--- config.mk ---
export PLATFORM = sky130hd
export DESIGN_NAME = token_classifier_dfa_top
export DESIGN_NICKNAME = d
export VERILOG_FILES = /design/src/hdl/tcd_pkg.sv /design/src/hdl/tcd_front.sv /design/src/hdl/tcd_queue.sv /design/src/hdl/tcd_back.sv /design/src/hdl/token_classifier_dfa_top.sv
export SDC_FILE = /design/constraint.sdc
export NUM_CORES = 1
export LEC_CHECK = 0
export BUFFER_PORTS_ARGS = -buffer_cell sky130_fd_sc_hd__buf_2
export CAP_MARGIN = 20
export CORE_MARGIN = 8
export CORE_UTILIZATION = 50
export CTS_CLUSTER_DIAMETER = 80
export DETAILED_ROUTE_END_ITERATION = 8
export PLACE_DENSITY = 0.75
export SLEW_MARGIN = 20
export SYNTH_ARGS = -nofsm -noshare
export SYNTH_HDL_FRONTEND = slang
export SYNTH_HIERARCHICAL = 1
export SYNTH_SLANG_ARGS = --single-unit
--- constraint.sdc ---
create_clock -name aclk -period 8 [get_ports aclk]
set_input_delay 2.4 -clock aclk [delete_from_list [all_inputs] [get_ports aclk]]
set_output_delay 2.4 -clock aclk [all_outputs]
set_load 0.02 [all_outputs]
--- src/hdl/tcd_pkg.sv ---
// ----------------------------------------------------------------------------
// tcd_pkg: shared types and constants of the token classifier
// Byte classes, DFA state codes, reserved word table and token codes.
// ----------------------------------------------------------------------------
`default_nettype none

package tcd_pkg;

    // One-hot DFA state codes.
    typedef enum logic [5:0] {
        ST_START = 6'b000001,
        ST_VAR   = 6'b000010,
        ST_NUM   = 6'b000100,
        ST_OPER  = 6'b001000,
        ST_SPEC  = 6'b010000,
        ST_KEYW  = 6'b100000
    } dfa_state_t;

    // Byte classes.
    typedef enum logic [2:0] {
        CLS_LETTER = 3'd0,
        CLS_DIGIT  = 3'd1,
        CLS_OPER   = 3'd2,
        CLS_SPEC   = 3'd3,
        CLS_SPACE  = 3'd4,
        CLS_JOIN   = 3'd5
    } cls_t;

    // One classified byte as it waits in the queue.
    typedef struct packed {
        logic [7:0] ch;
        logic       last;
        cls_t       cls;
        logic       alpha;
    } tcd_item_t;

    // Reserved word table.
    localparam int KW_COUNT   = 10;
    localparam int KW_MAX_LEN = 7;

    localparam logic [7:0] KW_TEXT [KW_COUNT][KW_MAX_LEN] = '{
        '{"P", "R", "O", "G", "R", "A", "M"},
        '{"B", "E", "G", "I", "N", 8'h00, 8'h00},
        '{"E", "N", "D", 8'h00, 8'h00, 8'h00, 8'h00},
        '{"I", "F", 8'h00, 8'h00, 8'h00, 8'h00, 8'h00},
        '{"T", "H", "E", "N", 8'h00, 8'h00, 8'h00},
        '{"E", "L", "S", "E", 8'h00, 8'h00, 8'h00},
        '{"W", "H", "I", "L", "E", 8'h00, 8'h00},
        '{"I", "N", "T", "E", "G", "E", "R"},
        '{"R", "E", "A", "L", 8'h00, 8'h00, 8'h00},
        '{"F", "L", "O", "A", "T", 8'h00, 8'h00}
    };

    localparam logic [2:0] KW_LEN [KW_COUNT] = '{
        3'd7, 3'd5, 3'd3, 3'd2, 3'd4, 3'd4, 3'd5, 3'd7, 3'd4, 3'd5
    };

    // Token codes.
    localparam logic [9:0] TOK_VAR   = 10'd100;
    localparam logic [9:0] TOK_NUM   = 10'd200;
    localparam logic [9:0] TOK_OPER  = 10'd300;
    localparam logic [9:0] TOK_PLUS  = 10'd301;
    localparam logic [9:0] TOK_MINUS = 10'd302;
    localparam logic [9:0] TOK_LESS  = 10'd303;
    localparam logic [9:0] TOK_GREAT = 10'd304;
    localparam logic [9:0] TOK_EQUAL = 10'd305;
    localparam logic [9:0] TOK_SPEC  = 10'd400;
    localparam logic [9:0] TOK_SEMI  = 10'd401;
    localparam logic [9:0] TOK_COMMA = 10'd402;
    localparam logic [9:0] TOK_COLON = 10'd404;
    localparam logic [9:0] TOK_QUEST = 10'd405;
    localparam logic [9:0] TOK_CARET = 10'd406;
    localparam logic [9:0] TOK_KEYW  = 10'd500;
    localparam logic [9:0] TOK_NONE  = 10'd600;

    localparam logic [9:0] KW_CODE [KW_COUNT] = '{
        10'd501, 10'd502, 10'd503, 10'd504, 10'd505,
        10'd506, 10'd507, 10'd508, 10'd509, 10'd500
    };

    // Character of reserved word k at position pos.
    function automatic logic [7:0] kw_char(input int k, input logic [2:0] pos);
        return KW_TEXT[k][pos];
    endfunction

    // True for A-Z and a-z.
    function automatic logic is_alpha(input logic [7:0] c);
        return ((c >= 8'h41) && (c <= 8'h5A)) || ((c >= 8'h61) && (c <= 8'h7A));
    endfunction

    // Byte class decoder; unlisted bytes count as letters.
    function automatic cls_t classify(input logic [7:0] c);
        cls_t cls;
        unique case (c) inside
            [8'h30:8'h39]:                     cls = CLS_DIGIT;  // 0-9
            8'h2B, 8'h2D, 8'h3C, 8'h3E, 8'h3D: cls = CLS_OPER;   // + - < > =
            8'h3B, 8'h2C, 8'h3A, 8'h3F, 8'h5E: cls = CLS_SPEC;   // ; , : ? ^
            8'h20:                             cls = CLS_SPACE;
            8'h5F, 8'h25, 8'h26:               cls = CLS_JOIN;   // _ % &
            default:                           cls = CLS_LETTER;
        endcase
        return cls;
    endfunction

    // Transition table. Variable and keyword states share one row.
    function automatic dfa_state_t dfa_next(input dfa_state_t st, input cls_t cls);
        logic       in_word;
        dfa_state_t nxt;
        in_word = (st == ST_VAR) || (st == ST_KEYW);
        unique case (cls)
            CLS_LETTER: nxt = ST_VAR;
            CLS_DIGIT:  nxt = in_word ? ST_VAR : ST_NUM;
            CLS_OPER:   nxt = ST_OPER;
            CLS_SPEC:   nxt = ST_SPEC;
            CLS_SPACE:  nxt = ST_START;
            CLS_JOIN:   nxt = in_word ? ST_VAR : ST_START;
            default:    nxt = ST_START;
        endcase
        return nxt;
    endfunction

endpackage

`default_nettype wire

--- src/hdl/tcd_front.sv ---
// ----------------------------------------------------------------------------
// tcd_front: input side of the token classifier
// Accepts bytes from the input stream and classifies them for the queue.
// ----------------------------------------------------------------------------
`default_nettype none

module tcd_front (
    input  wire logic              s_tvalid,
    output logic                   s_tready,
    input  wire logic [7:0]        s_tdata,    // [7:0] ch
    input  wire logic              s_tlast,    // last
    input  wire logic              q_full,
    output logic                   q_push,
    output tcd_pkg::tcd_item_t     q_item
);
    import tcd_pkg::*;

    // A byte is taken whenever the queue has room.
    assign s_tready = !q_full;
    assign q_push   = s_tvalid && !q_full;

    // Classify the byte on its way into the queue.
    always_comb begin
        q_item.ch    = s_tdata;
        q_item.last  = s_tlast;
        q_item.cls   = classify(s_tdata);
        q_item.alpha = is_alpha(s_tdata);
    end

endmodule

`default_nettype wire

--- src/hdl/tcd_queue.sv ---
// ----------------------------------------------------------------------------
// tcd_queue: two-entry queue between front and back
// Lets either side stall on its own; push and pop may share a cycle.
// ----------------------------------------------------------------------------
`default_nettype none

module tcd_queue (
    input  wire logic               aclk,
    input  wire logic               aresetn,
    input  wire logic               push,
    input  wire tcd_pkg::tcd_item_t push_item,
    output logic                    full,
    output logic                    valid,
    output tcd_pkg::tcd_item_t      head_item,
    input  wire logic               pop
);
    import tcd_pkg::*;

    tcd_item_t  entry_reg [2];
    logic       wr_ptr_reg, wr_ptr_next;
    logic       rd_ptr_reg, rd_ptr_next;
    logic [1:0] count_reg, count_next;

    assign full      = (count_reg == 2'd2);
    assign valid     = (count_reg != 2'd0);
    assign head_item = entry_reg[rd_ptr_reg];

    // Pointer and fill level update.
    always_comb begin
        wr_ptr_next = push ? !wr_ptr_reg : wr_ptr_reg;
        rd_ptr_next = pop  ? !rd_ptr_reg : rd_ptr_reg;
        count_next  = count_reg;
        if (push && !pop) begin
            count_next = count_reg + 2'd1;
        end else if (pop && !push) begin
            count_next = count_reg - 2'd1;
        end
    end

    always_ff @(posedge aclk) begin
        if (!aresetn) begin
            wr_ptr_reg <= 1'b0;
            rd_ptr_reg <= 1'b0;
            count_reg  <= 2'd0;
        end else begin
            wr_ptr_reg <= wr_ptr_next;
            rd_ptr_reg <= rd_ptr_next;
            count_reg  <= count_next;
        end
    end

    // Entry storage needs no reset.
    always_ff @(posedge aclk) begin
        if (push) begin
            entry_reg[wr_ptr_reg] <= push_item;
        end
    end

endmodule

`default_nettype wire

--- src/hdl/tcd_back.sv ---
// ----------------------------------------------------------------------------
// tcd_back: DFA and token output of the token classifier
// Steps the DFA one byte per cycle unless a word's last byte waits on the
// output; tracks reserved word prefixes; registers one token code per word.
// ----------------------------------------------------------------------------
`default_nettype none

module tcd_back #(
    parameter int MAX_KEYWORD_LEN = 7
) (
    input  wire logic               aclk,
    input  wire logic               aresetn,
    input  wire logic               q_valid,
    input  wire tcd_pkg::tcd_item_t q_item,
    output logic                    q_pop,
    output logic                    m_tvalid,
    input  wire logic               m_tready,
    output logic [15:0]             m_tdata    // [9:0] token_code
);
    import tcd_pkg::*;

    localparam int CNT_W = $clog2(MAX_KEYWORD_LEN + 2);
    localparam logic [CNT_W-1:0] CNT_MAX  = CNT_W'(MAX_KEYWORD_LEN);
    localparam logic [CNT_W-1:0] CNT_OVER = CNT_W'(MAX_KEYWORD_LEN + 1);
    localparam logic [CNT_W-1:0] CNT_ONE  = CNT_W'(1);

    dfa_state_t        state_reg, state_next;
    logic [CNT_W-1:0]  count_reg, count_next;
    logic [KW_COUNT-1:0] kw_ok_reg, kw_ok_next;
    logic [1:0]        wlen_reg, wlen_next;
    logic [7:0]        first_reg, first_next;
    logic              all_reg, all_next;
    logic              out_valid_reg;
    logic [9:0]        out_code_reg;

    logic              kw_hit;
    logic [9:0]        kw_code;
    logic              single;
    logic [9:0]        code;

    // The last byte of a word waits until the output register is free.
    assign q_pop    = q_valid && (!q_item.last || !out_valid_reg || m_tready);
    assign m_tvalid = out_valid_reg;
    assign m_tdata  = {6'd0, out_code_reg};

    // Reserved word prefix tracking: a flag stays set while the letters seen
    // so far are a prefix of that word.
    always_comb begin
        for (int k = 0; k < KW_COUNT; k++) begin
            if (q_item.alpha) begin
                kw_ok_next[k] = kw_ok_reg[k] && (count_reg < CNT_W'(KW_LEN[k])) &&
                                (kw_char(k, count_reg[2:0]) == q_item.ch);
            end else begin
                kw_ok_next[k] = kw_ok_reg[k];
            end
        end
        if (!q_item.alpha) begin
            count_next = count_reg;
        end else if (count_reg < CNT_MAX) begin
            count_next = count_reg + CNT_ONE;
        end else begin
            count_next = CNT_OVER;
        end
        kw_hit  = 1'b0;
        kw_code = TOK_KEYW;
        for (int k = KW_COUNT - 1; k >= 0; k--) begin
            if (kw_ok_next[k] && (count_next == CNT_W'(KW_LEN[k]))) begin
                kw_hit  = 1'b1;
                kw_code = KW_CODE[k];
            end
        end
    end

    // State step and word bookkeeping.
    always_comb begin
        state_next = kw_hit ? ST_KEYW : dfa_next(state_reg, q_item.cls);
        wlen_next  = (wlen_reg == 2'd2) ? 2'd2 : wlen_reg + 2'd1;
        first_next = (wlen_reg == 2'd0) ? q_item.ch : first_reg;
        all_next   = all_reg && q_item.alpha;
        single     = (wlen_reg == 2'd0);
    end

    // Token code of the word as it stands after this byte.
    always_comb begin
        unique case (state_next)
            ST_VAR: code = TOK_VAR;
            ST_NUM: code = TOK_NUM;
            ST_OPER: begin
                code = TOK_OPER;
                if (single) begin
                    case (first_next)
                        8'h2B:   code = TOK_PLUS;
                        8'h2D:   code = TOK_MINUS;
                        8'h3C:   code = TOK_LESS;
                        8'h3E:   code = TOK_GREAT;
                        8'h3D:   code = TOK_EQUAL;
                        default: code = TOK_OPER;
                    endcase
                end
            end
            ST_SPEC: begin
                code = TOK_SPEC;
                if (single) begin
                    case (first_next)
                        8'h3B:   code = TOK_SEMI;
                        8'h2C:   code = TOK_COMMA;
                        8'h3A:   code = TOK_COLON;
                        8'h3F:   code = TOK_QUEST;
                        8'h5E:   code = TOK_CARET;
                        default: code = TOK_SPEC;
                    endcase
                end
            end
            ST_KEYW: code = (all_next && kw_hit) ? kw_code : TOK_KEYW;
            default: code = TOK_NONE;
        endcase
    end

    // Word state: cleared after the last byte of each word.
    always_ff @(posedge aclk) begin
        if (!aresetn) begin
            state_reg <= ST_START;
            count_reg <= '0;
            kw_ok_reg <= '1;
            wlen_reg  <= 2'd0;
            all_reg   <= 1'b1;
        end else if (q_pop) begin
            if (q_item.last) begin
                state_reg <= ST_START;
                count_reg <= '0;
                kw_ok_reg <= '1;
                wlen_reg  <= 2'd0;
                all_reg   <= 1'b1;
            end else begin
                state_reg <= state_next;
                count_reg <= count_next;
                kw_ok_reg <= kw_ok_next;
                wlen_reg  <= wlen_next;
                all_reg   <= all_next;
            end
        end
    end

    // The first byte is only read once it has been written in the same word.
    always_ff @(posedge aclk) begin
        if (q_pop) begin
            first_reg <= first_next;
        end
    end

    // Output register.
    always_ff @(posedge aclk) begin
        if (!aresetn) begin
            out_valid_reg <= 1'b0;
        end else if (q_pop && q_item.last) begin
            out_valid_reg <= 1'b1;
        end else if (m_tready) begin
            out_valid_reg <= 1'b0;
        end
    end

    always_ff @(posedge aclk) begin
        if (q_pop && q_item.last) begin
            out_code_reg <= code;
        end
    end

endmodule

`default_nettype wire

--- src/hdl/token_classifier_dfa_top.sv ---
// ----------------------------------------------------------------------------
// token_classifier_dfa_top: table-driven token classifier
// Classifies words given one byte per transfer and emits one token code at
// the last byte of each word.
//
//   Channel  Dir  tdata           tuser  tlast  Transfers
//   s_       in   [7:0] ch        -      last   one per byte
//   m_       out  [9:0] code      -      -      one per word
//
// One byte per cycle is taken while the queue has room. A byte waits in the
// queue until the DFA takes it, and the token code of a word is registered
// at its last byte. The two-entry queue between the classifier and the DFA
// absorbs a stalled output; s_tready drops only when the queue is full.
// Reset is synchronous and active low.
// ----------------------------------------------------------------------------
`default_nettype none

module token_classifier_dfa_top #(
    parameter int MAX_KEYWORD_LEN = 7
) (
    input  wire logic        aclk,
    input  wire logic        aresetn,
    input  wire logic        s_tvalid,
    output logic             s_tready,
    input  wire logic [7:0]  s_tdata,    // [7:0] ch
    input  wire logic        s_tlast,    // last
    output logic             m_tvalid,
    input  wire logic        m_tready,
    output logic [15:0]      m_tdata     // [9:0] token_code
);
    import tcd_pkg::*;

    logic      q_full;
    logic      q_push;
    tcd_item_t q_in;
    logic      q_valid;
    tcd_item_t q_head;
    logic      q_pop;

    tcd_front u_front (
        .s_tvalid (s_tvalid),
        .s_tready (s_tready),
        .s_tdata  (s_tdata),
        .s_tlast  (s_tlast),
        .q_full   (q_full),
        .q_push   (q_push),
        .q_item   (q_in)
    );

    tcd_queue u_queue (
        .aclk      (aclk),
        .aresetn   (aresetn),
        .push      (q_push),
        .push_item (q_in),
        .full      (q_full),
        .valid     (q_valid),
        .head_item (q_head),
        .pop       (q_pop)
    );

    tcd_back #(
        .MAX_KEYWORD_LEN (MAX_KEYWORD_LEN)
    ) u_back (
        .aclk     (aclk),
        .aresetn  (aresetn),
        .q_valid  (q_valid),
        .q_item   (q_head),
        .q_pop    (q_pop),
        .m_tvalid (m_tvalid),
        .m_tready (m_tready),
        .m_tdata  (m_tdata)
    );

endmodule

`default_nettype wire

Word-level counts from Yosys, hierarchy flattened --
Memories as Yosys holds them, arrays and structs flattened. A register that Yosys moved wholly into a read port is not among the register bits. Cells that the tools add are included.
Cells by class: mux-type cells 77, $lt $le $gt $ge 12, bitwise logic cells 1, $add $sub $neg 4, reduce and logical (&&, ||, !) cells 59, eq/ne operators 52
Operator list (count):
- $eq 8x6->1 const B | 21
- $mux 8 | 21
- $eq 8x8->1 | 10
- $mux 4 | 13
- $pmux 10 s5 | 1
- $logic_and 1x1->1 | 40
- $mux 10 | 3
- $pmux 3 s5 | 2
- $pmux 6 s5 | 1
- $mux 1 | 27
- $pmux 5 s5 | 1
- $eq 8x7->1 const B | 3
- $ge 8x7->1 const B | 2
- $le 8x7->1 const B | 2
- $eq 4x3->1 const B | 3
- $eq 6x2->1 const B | 2
- $eq 6x6->1 const B | 2
- $lt 4x3->1 const B | 3
- $mux 6 | 2
- $mux 2 | 5
- $reduce_or 5->1 | 2
- $eq 4x2->1 const B | 2
- $ge 8x6->1 const B | 1
- $le 8x6->1 const B | 1
- other kinds (20) | 35
Word-level totals: flip-flop bits (word level) 46, output and inout port bits 18, word-level logic and storage cells 227, RAM bits 26, input bits 13, memories 11, bits in read-only memories 640
Memories:
- (no name shown) | depth 8, width 8, rd ports 1, clocked after memory_dff 0, wr ports 0, line tcd_pkg.sv:83 | return KW_TEXT[k][pos];
- (no name shown) | depth 8, width 8, rd ports 1, clocked after memory_dff 0, wr ports 0, line tcd_pkg.sv:83
- (no name shown) | depth 8, width 8, rd ports 1, clocked after memory_dff 0, wr ports 0, line tcd_pkg.sv:83
- (no name shown) | depth 8, width 8, rd ports 1, clocked after memory_dff 0, wr ports 0, line tcd_pkg.sv:83
- (no name shown) | depth 8, width 8, rd ports 1, clocked after memory_dff 0, wr ports 0, line tcd_pkg.sv:83
- (no name shown) | depth 8, width 8, rd ports 1, clocked after memory_dff 0, wr ports 0, line tcd_pkg.sv:83
- +5 memories

Longest topological paths before layout --
Gate-level depths: netlist (run 1).
depth in word-level cells 21, depth in mapped cells 13, gate-level depth less buffers 10

Hierarchy --
The synthesis (run 1) kept the hierarchy.
Modules (own cells, without submodules):
- tcd_back | sequential area each 1021.0 um^2, instances 1, cells each 414, area an instance 3504.6 um^2
- tcd_queue | sequential area each 880.8 um^2, instances 1, cells each 62, area an instance 1153.6 um^2
- tcd_front | sequential area each 0.0 um^2, instances 1, cells each 45, area an instance 324.1 um^2

Least setup slack after synthesis (run 1) --
OpenSTA, ideal clock, no wires.
path type input -> register, start input m_tready, end register u_queue.count_reg[1], required time 7.930 ns, stages on the path 8, data arrival time 3.728 ns, library setup time 0.070 ns, path slack 4.202 ns, cell sequence nor2b_1 > nand2_1 > nand2_1 > inv_1 > inv_1 > ha_1 > or3_1 > a21boi_1
On the way: longest elaborated chain between the ends 5, elaborated cells on any way between the ends 7, classes of those cells mux (1); reduce/logical (6)
Ends and longest elaborated chain:
- start, declared | line token_classifier_dfa_top.sv:28 | input wire logic m_tready,
- $logic_or 1x1->1 * | line tcd_back.sv:42 | assign q_pop = q_valid && (!q_item.last || !out_valid_reg || m_tready);
- $logic_and 1x1->1 * | line tcd_back.sv:42
- named net q_pop | line token_classifier_dfa_top.sv:38 | logic q_pop;
- $logic_not 1->1 | line tcd_queue.sv:33 | if (push && !pop) begin
- $logic_and 1x1->1 | line tcd_queue.sv:33
- $mux 2 / $reduce_bool 2->1 (equally long branches)
- end signal, assigned | line tcd_queue.sv:48 | count_reg <= count_next;
- end, declared | line tcd_queue.sv:22 | logic [1:0] count_reg, count_next;
Mark *: on every way through the listed nets, which the timed path passes. The rest lies on a longest branch. A chain may end at the register's enable or synchronous reset.

Final worst setup path (run 1) --
start register u_back.count_reg[1], end register u_back.out_code_reg[5] (data pin)
On the way: longest elaborated chain between the ends 21, elaborated cells on any way between the ends 111, classes of those cells add/sub (1); order compare (5); eq/ne (20); mux (44); bitwise (1); reduce/logical (30); memory (10)
Ends and longest elaborated chain:
- start, declared | line tcd_back.sv:28 | logic [CNT_W-1:0] count_reg, count_next;
- start signal, assigned | line tcd_back.sv:136 | count_reg <= count_next;
- $not 3->4 (not written as such) | line tcd_pkg.sv:83
- $mem_v2 8x8
- $mux 8 (not written as such) (2 in series) | line tcd_pkg.sv:83
- $eq 8x8->1 | line tcd_back.sv:52 | (kw_char(k, count_reg[2:0]) == q_item.ch);
- $logic_and 1x1->1 | line tcd_back.sv:51 | kw_ok_next[k] = kw_ok_reg[k] && (count_reg < CNT_W'(KW_LEN[k])) &&
- $mux 1 | line tcd_back.sv:50 | if (q_item.alpha) begin
- $logic_and 1x1->1 | line tcd_back.sv:67 | if (kw_ok_next[k] && (count_next == CNT_W'(KW_LEN[k]))) begin
- $mux 1 (9 in series) | line tcd_back.sv:67
- $mux 1 * | line tcd_back.sv:67
- $mux 6 * | line tcd_back.sv:76 | state_next = kw_hit ? ST_KEYW : dfa_next(state_reg, q_item.cls);
- $eq 6x6->1 (tied with other cells) | line tcd_back.sv:85 | unique case (state_next)
- $pmux 10 s5 * | line tcd_back.sv:85
- named net u_back.code[5] | line tcd_back.sv:39 | logic [9:0] code;
- end signal, assigned | line tcd_back.sv:164 | out_code_reg <= code;
- end, declared | line tcd_back.sv:34 | logic [9:0] out_code_reg;
Mark *: on every way through the listed nets, which the timed path passes. The rest lies on a longest branch. The select of a mux whose other input is x is not followed.

==> results.md, run 1 <==
- Register area share after synthesis: a little under two fifths
- Syn Area/Cell: between 9 and 10 µm²
- Clock slew at reported path FFs: ~0.080 ns
- Crit path DAT: approximately 4.3 ns
- PostCTS Resize Cnt: 0
- Total number of vias: around 4,000
- Cell with the most instances after synthesis: edfxtp_1
- Clock power frac: between 10% and 20%
- GR Util All Layers: a little under a fifth
- Horiz. Die Dim: roughly 120 µm
- Share of the synthesized area in the top cell type: about a quarter
- Skew final: around 0.011 ns
- Final Core Density: between 50 and 60%
- Layout cells sized above 1: 15.0%
- Final setup TNS: 0 ns
- Leakage power: 1.92 nW
- Max_cap viols: 0
- Root Driver: clkbuf_8
- Worst R2R Start: u_back/count_reg[1]$_SDFFE_PN0P_
- Yosys reg bits: 73
- Number of flip-flops in the largest register: 26
- Total CTS buffers: 9
- Routability Congestion: 0.946
- Area leader, netlist: edfxtp_1
- Vias in the first global route: 3,827
- Hold depth: 2
- # diodes: 0
- Internal Dissipation: between 0.9 and 1 mW
- Logic pwr share: ~45%
- Synth unique cells: 86
- Min cycle time layout: approximately 4.2 ns
- Critical path fanouts, max: 18
- Worst vdd ir: ~0.17 mV
- Final Instance Area: slightly above 0.005 mm²
- # fillers: 910
- Synthesized area: roughly 0.0050 mm²
- Row Count: 36
- WHS Endpoint: u_back/kw_ok_reg[8]$_SDFFE_PN1P_
- DRT Pass-1 Iters: 5
- Tot Pwr: between 1.5 and 2 mW
- Slowest cell delay on critical path: between 0.7 and 0.8 ns
- CTS tree: done
- Worst-margin pin slew: 0.705 ns
- DRC violations left: 0
- RSZ-0062 raised after global routing: no
- R2r worst-path depth: 9
- Final-report setup violation count: 0
- Fin. Hold Viols: 0
- Die Ht: between 100 and 150 µm
- Fin nets: around 540
- Switching power: approximately 0.65 mW
- Startpoint types: flip-flop
- Post-CTS Setup Repair Bufs: 0
- CORE AREA: ~0.0097 mm²
- Slew HR: 52.8%
- Cts hold-fix bufs: 0
- Top cells by area, synth: edfxtp_1, dfxtp_1, mux2_2
- Critical Path Start: u_back/count_reg[1]$_SDFFE_PN0P_
- Die area: roughly 0.013 mm²
- Detailed Route WL: 11,600 µm
- # placed instances: about 640
- Clock Latency Late Sink: 0.36 ns
- Port bufs: 24
- CP Cell Sequence: inv_1 -> ha_1 -> xnor2_1 -> a32oi_1 -> a2111oi_0 -> o2111a_1 -> a2111oi_4 -> nand4b_1 -> or3_1
- Final Non-Filler Cells: 652
- Syn Inst Count: between 500 and 600
- Asr flop ratio synth: 0%
- Clock sink count: between 70 and 80
- Final worst path period share: about 53%
- EDFF count, synth: 44
- Critical path's slowest cell: dfxtp_1
- WS Path Type: reg2reg
- Synth cell count leaders: edfxtp_1, nand2_1, dfxtp_1, nor2_1, buf_4
- Ys Warns: 6
- Post-synth top flop: edfxtp_1
- Min-Delay Path Class: reg2reg
- Final Max Slew Viols: 0
- Initial antenna violation count: 0
- Switching Share: slightly above 40%
- Placed inst area: 0.00498 mm²
- Final HPWL DP: between 8000 and 9000 µm
- Crit end category: flip-flop
- Antenna viol nets, final: 0
- Reg power frac: about 36%
- DR vias/cell: between 6 and 7
- I/O pin count: 31
- Starting Density: approximately 50%
- Power density cells: roughly 300 mW/mm²
- Max Clk Rate: roughly 0.24 GHz
- Reg2Reg Setup Slack: around 3.8 ns
- WP data required: approximately 8.1 ns
- Outcome: finished clean
- Min-delay src: u_back/kw_ok_reg[8]$_SDFFE_PN1P_
- H-tree level count: 3
- Area delta synth->final: 4.09%
- Largest net degree at the start of global routing: 40
- First-pass GRT wire length: approximately 19,000 µm
- WL per Instance: about 18 µm
- Initial drt markers: 419
- Worst R2R End: u_back/out_code_reg[5]$_DFFE_PP_
- GR Overflow Total: 0
- Clock buffer depth: 2
kinds of logic after synthesis:
group	synth area share, %
flops	38.2
fa+ha+maj	3.01
other cells	0.0753
simple gates	22.5
mux	5.05
compound gates	18.2
xor+xnor	5.27
buf+inv	7.78
power by group through the flow:
stage	logic, mW	clock network (mW)	registers (mW)
final	0.702	0.298	0.571
after global routing	0.771	0.317	0.586
after CTS	0.694	0.302	0.571
after detailed placement	0.688	0	0.580
after global placement	0.671	0	0.575
after floorplan	0.547	0	0.580
cells in the final DEF (no fill, tap or decap), types with 12 or more instances in the layout:
master and instances:
ha_1 12, nor2b_1 16, nor2_1 28, nand3_1 18
edfxtp_1 44, inv_1 19, dfxtp_1 29, nand2b_1 12
buf_2 24, and2_1 12, nand2_1 35, xor2_1 17
a21oi_1 13, nor3_1 18, mux2_2 17, o21ai_0 19
xnor2_1 13
layout make-up:
cell class / count / area, µm² / area share (%)
repair buffers: 25 / 128 / 2.46
clock buffers: 9 / 124 / 2.39
inverters: 20 / 75.1 / 1.45
clock inverters: 7 / 77.6 / 1.50
well taps: 133 / 166 / 3.21
flip-flops and latches: 73 / 1900 / 36.7
multi-input cells: 385 / 2710 / 52.3
how the worst max path moves through the flow:
| stage | endpoint | slack, ns | cells after the start |
|---|---|---|---|
| after floorplan | u_queue/count_reg[1]$_SDFFE_PN0P_ | 4.20 | 8 |
| after global placement | u_queue/count_reg[1]$_SDFFE_PN0P_ | 3.67 | 9 |
| after detailed placement | u_queue/count_reg[1]$_SDFFE_PN0P_ | 3.62 | 9 |
| after CTS | u_back/out_code_reg[5]$_DFFE_PP_ | 3.94 | 9 |
| after global routing | u_back/out_code_reg[5]$_DFFE_PP_ | 3.52 | 9 |
| final | u_back/out_code_reg[5]$_DFFE_PP_ | 3.76 | 9 |
critical path, delay by kind of cell, from the launching register on:
| family | cells | cell delay (ns) |
|---|---|---|
| and+or+nand+nor | 2 | 0.96 |
| DFF | 1 | 0.76 |
| buffers and inverters | 1 | 0.36 |
| adders and majority gates | 1 | 0.60 |
| AOI/OAI and AO/OA | 4 | 1.15 |
| xor gates and xnor gates | 1 | 0.14 |
per-layer routing:
layer,routed length [µm],global-route usage [%]
met1,5190,23.9
met2,5580,29.2
met3,661,3.07
met4,165,5.79
met5,0,0
metrics by stage:
| stage | hold slack [ns] | worst slack [ns] |
|---|---|---|
| floorplan | 0.435 | 4.20 |
| global placement | 0.457 | 3.67 |
| detailed placement | 0.454 | 3.62 |
| CTS | 0.472 | 3.94 |
| global route | 0.496 | 3.52 |
| finish | 0.472 | 3.76 |
Note: power is estimated with default switching activity, not from simulation.
==> run 2, diff against run 1 <==
- PLACE_DENSITY: 0.75 -> 0.77
- clock period: 8 -> 3.8 ns (I/O delays scaled with it)
==> results.md, run 2 (synthesized netlist as in run 1, its figures left out) <==
- Worst-margin pin slew: 0.682 ns (-0.0231 ns)
- Final setup TNS: 0 ns (unchanged)
- CORE AREA: 0.00973 mm² (unchanged)
- Most common cell after layout, fill and taps aside: edfxtp_1
- Vias in the first global route: 3,755 (-1.9%)
- Post-CTS Setup Repair Bufs: 0 (unchanged)
- Leakage power: 1.94 nW (+1.1%)
- Max Clk Rate: 0.273 GHz (+16%)
- WP data required: 3.88 ns (-4.22 ns)
- Largest net degree at the start of global routing: 25 (-38%)
- Fin nets: 546 (+1.3%)
- GR Util All Layers: 18.5% (+0.50 points)
- Clock sink count: 73 (unchanged)
- # placed instances: 643 (+1.1%)
- Cts hold-fix bufs: 0 (unchanged)
- H-tree level count: 3 (unchanged)
- Placed inst area: 0.00503 mm² (+1.1%)
- Routability Congestion: 0.971 (+2.7%)
- Total number of vias: 4,038 (+0.95%)
- Skew final: 0.0142 ns (+0.00336 ns)
- Fin. Hold Viols: 0 (unchanged)
- Total CTS buffers: 9 (unchanged)
- Dpl ws: 0.241 ns (-3.38 ns)
- Final-report setup violation count: 0 (unchanged)
- Final HPWL DP: 8690 µm (+6.2%)
- Slew HR: 54.0% (+1.2 points)
- Min-Delay Path Class: reg2reg
- Power density cells: 628 mW/mm² (+110%)
- Clock slew at reported path FFs: 0.09 ns (about the same)
- GR Overflow Total: 0 (unchanged)
- Root Driver: clkbuf_8
- WL per Instance: 18.2 µm (+2.6%)
- Post-route worst setup slack: 0.136 ns (-3.63 ns)
- Final Non-Filler Cells: 659 (+1.1%)
- Port bufs: 24 (unchanged)
- Min cycle time layout: 3.66 ns (-0.572 ns)
- Crit end category: flip-flop
- DRT Pass-1 Iters: 5 (unchanged)
- First-pass GRT wire length: 19,400 µm (+0.75%)
- RSZ-0062 raised after global routing: no
- Die Ht: 116 µm (unchanged)
- Horiz. Die Dim: 116 µm (unchanged)
- Starting Density: 51.2% (unchanged)
- Most frequent cells in the layout: edfxtp_1, nand2_1, dfxtp_1, nor2_1, buf_2
- Detailed Route WL: 12,000 µm (+3.7%)
- Row Count: 36 (unchanged)
- Worst vdd ir: 0.468 mV (+170%)
- DRC violations left: 0 (unchanged)
- Startpoint types: flip-flop
- Final worst path period share: 96.4% (+43 points)
- Antenna viol nets, final: 0 (unchanged)
- Outcome: finished clean
- Final Instance Area: 0.00520 mm² (+0.36%)
- Clock buffer depth: 2 (unchanged)
- Max_cap viols: 0 (unchanged)
- Layout cells sized above 1: 16.0% (+0.94 points)
- Critical path fanouts, max: 11 (-7)
- WS Path Type: reg2reg
- CTS tree: done
- Clock Latency Late Sink: 0.35 ns (about the same)
- Crit path DAT: 3.74 ns (-0.60 ns)
- Die area: 0.0134 mm² (unchanged)
- Final Core Density: 53.5% (+0.19 points)
- Area delta synth->final: 4.47%
- PostCTS Resize Cnt: 0 (unchanged)
- # diodes: 0 (unchanged)
- Initial antenna violation count: 0 (unchanged)
- Final Max Slew Viols: 0 (unchanged)
- Initial drt markers: 391 (-6.7%)
- I/O pin count: 31 (unchanged)
- Number of flip-flops in the largest register: 26 (unchanged)
- DR vias/cell: 6.13 (-0.12%)
[run 2: power breakdown]
group	switching (mW)	internal, mW	total [mW]
Sequential	0.0844	1.09	1.18
Combinational	0.999	0.561	1.56
Clock	0.297	0.235	0.532
[run 2: final timing paths]
kind	startpoint	end	cells after the start	slack [ns]
worst max-delay path	flip-flop	u_back/out_code_reg[3]$_DFFE_PP_	9	0.14
worst min register to register	u_back/wlen_reg[0]$_SDFFE_PN0P_	u_back/wlen_reg[0]$_SDFFE_PN0P_	2	0.47
worst max register to register	flip-flop	u_back/out_code_reg[3]$_DFFE_PP_	9	0.14
worst min-delay path	u_back/wlen_reg[0]$_SDFFE_PN0P_	u_back/wlen_reg[0]$_SDFFE_PN0P_	2	0.47
[run 2: cell type report]
| class | count | area, µm² |
|---|---|---|
| clock buffer | 9 | 124 |
| clock inverter | 7 | 46.3 |
| fill | 916 | 4520 |
| inverter | 20 | 75.1 |
| multi-input combinational | 385 | 2710 |
| sequential | 73 | 1900 |
| tap | 133 | 166 |
| timing repair buffer | 32 | 180 |
[run 2: stage by stage]
step | power [mW] | hold WS (ns)
after global routing | 3.47 | 0.490
after floorplan | 2.37 | 0.435
after CTS | 3.26 | 0.467
after global placement | 2.68 | 0.450
final | 3.27 | 0.466
after detailed placement | 2.72 | 0.455
[run 2: worst max-delay path: stages, from the launching register on]
cell,delay (ns)
dfxtp_1,0.43
buf_4,0.22
mux2_2,0.37
nor3_1,0.49
o21ai_0,0.27
o41ai_1,0.69
and4_4,0.36
a211oi_4,0.07
nand4b_1,0.35
o32ai_1,0.16
[run 2: layer usage]
layer / GRT usage (%) / share of wire [%] / wire length, µm
met1: 23.4 / 42 / 5090
met5: 0 / 0 / 0
met4: 6.66 / 2.2 / 259
met3: 3.65 / 7.2 / 871
met2: 30.8 / 48 / 5800
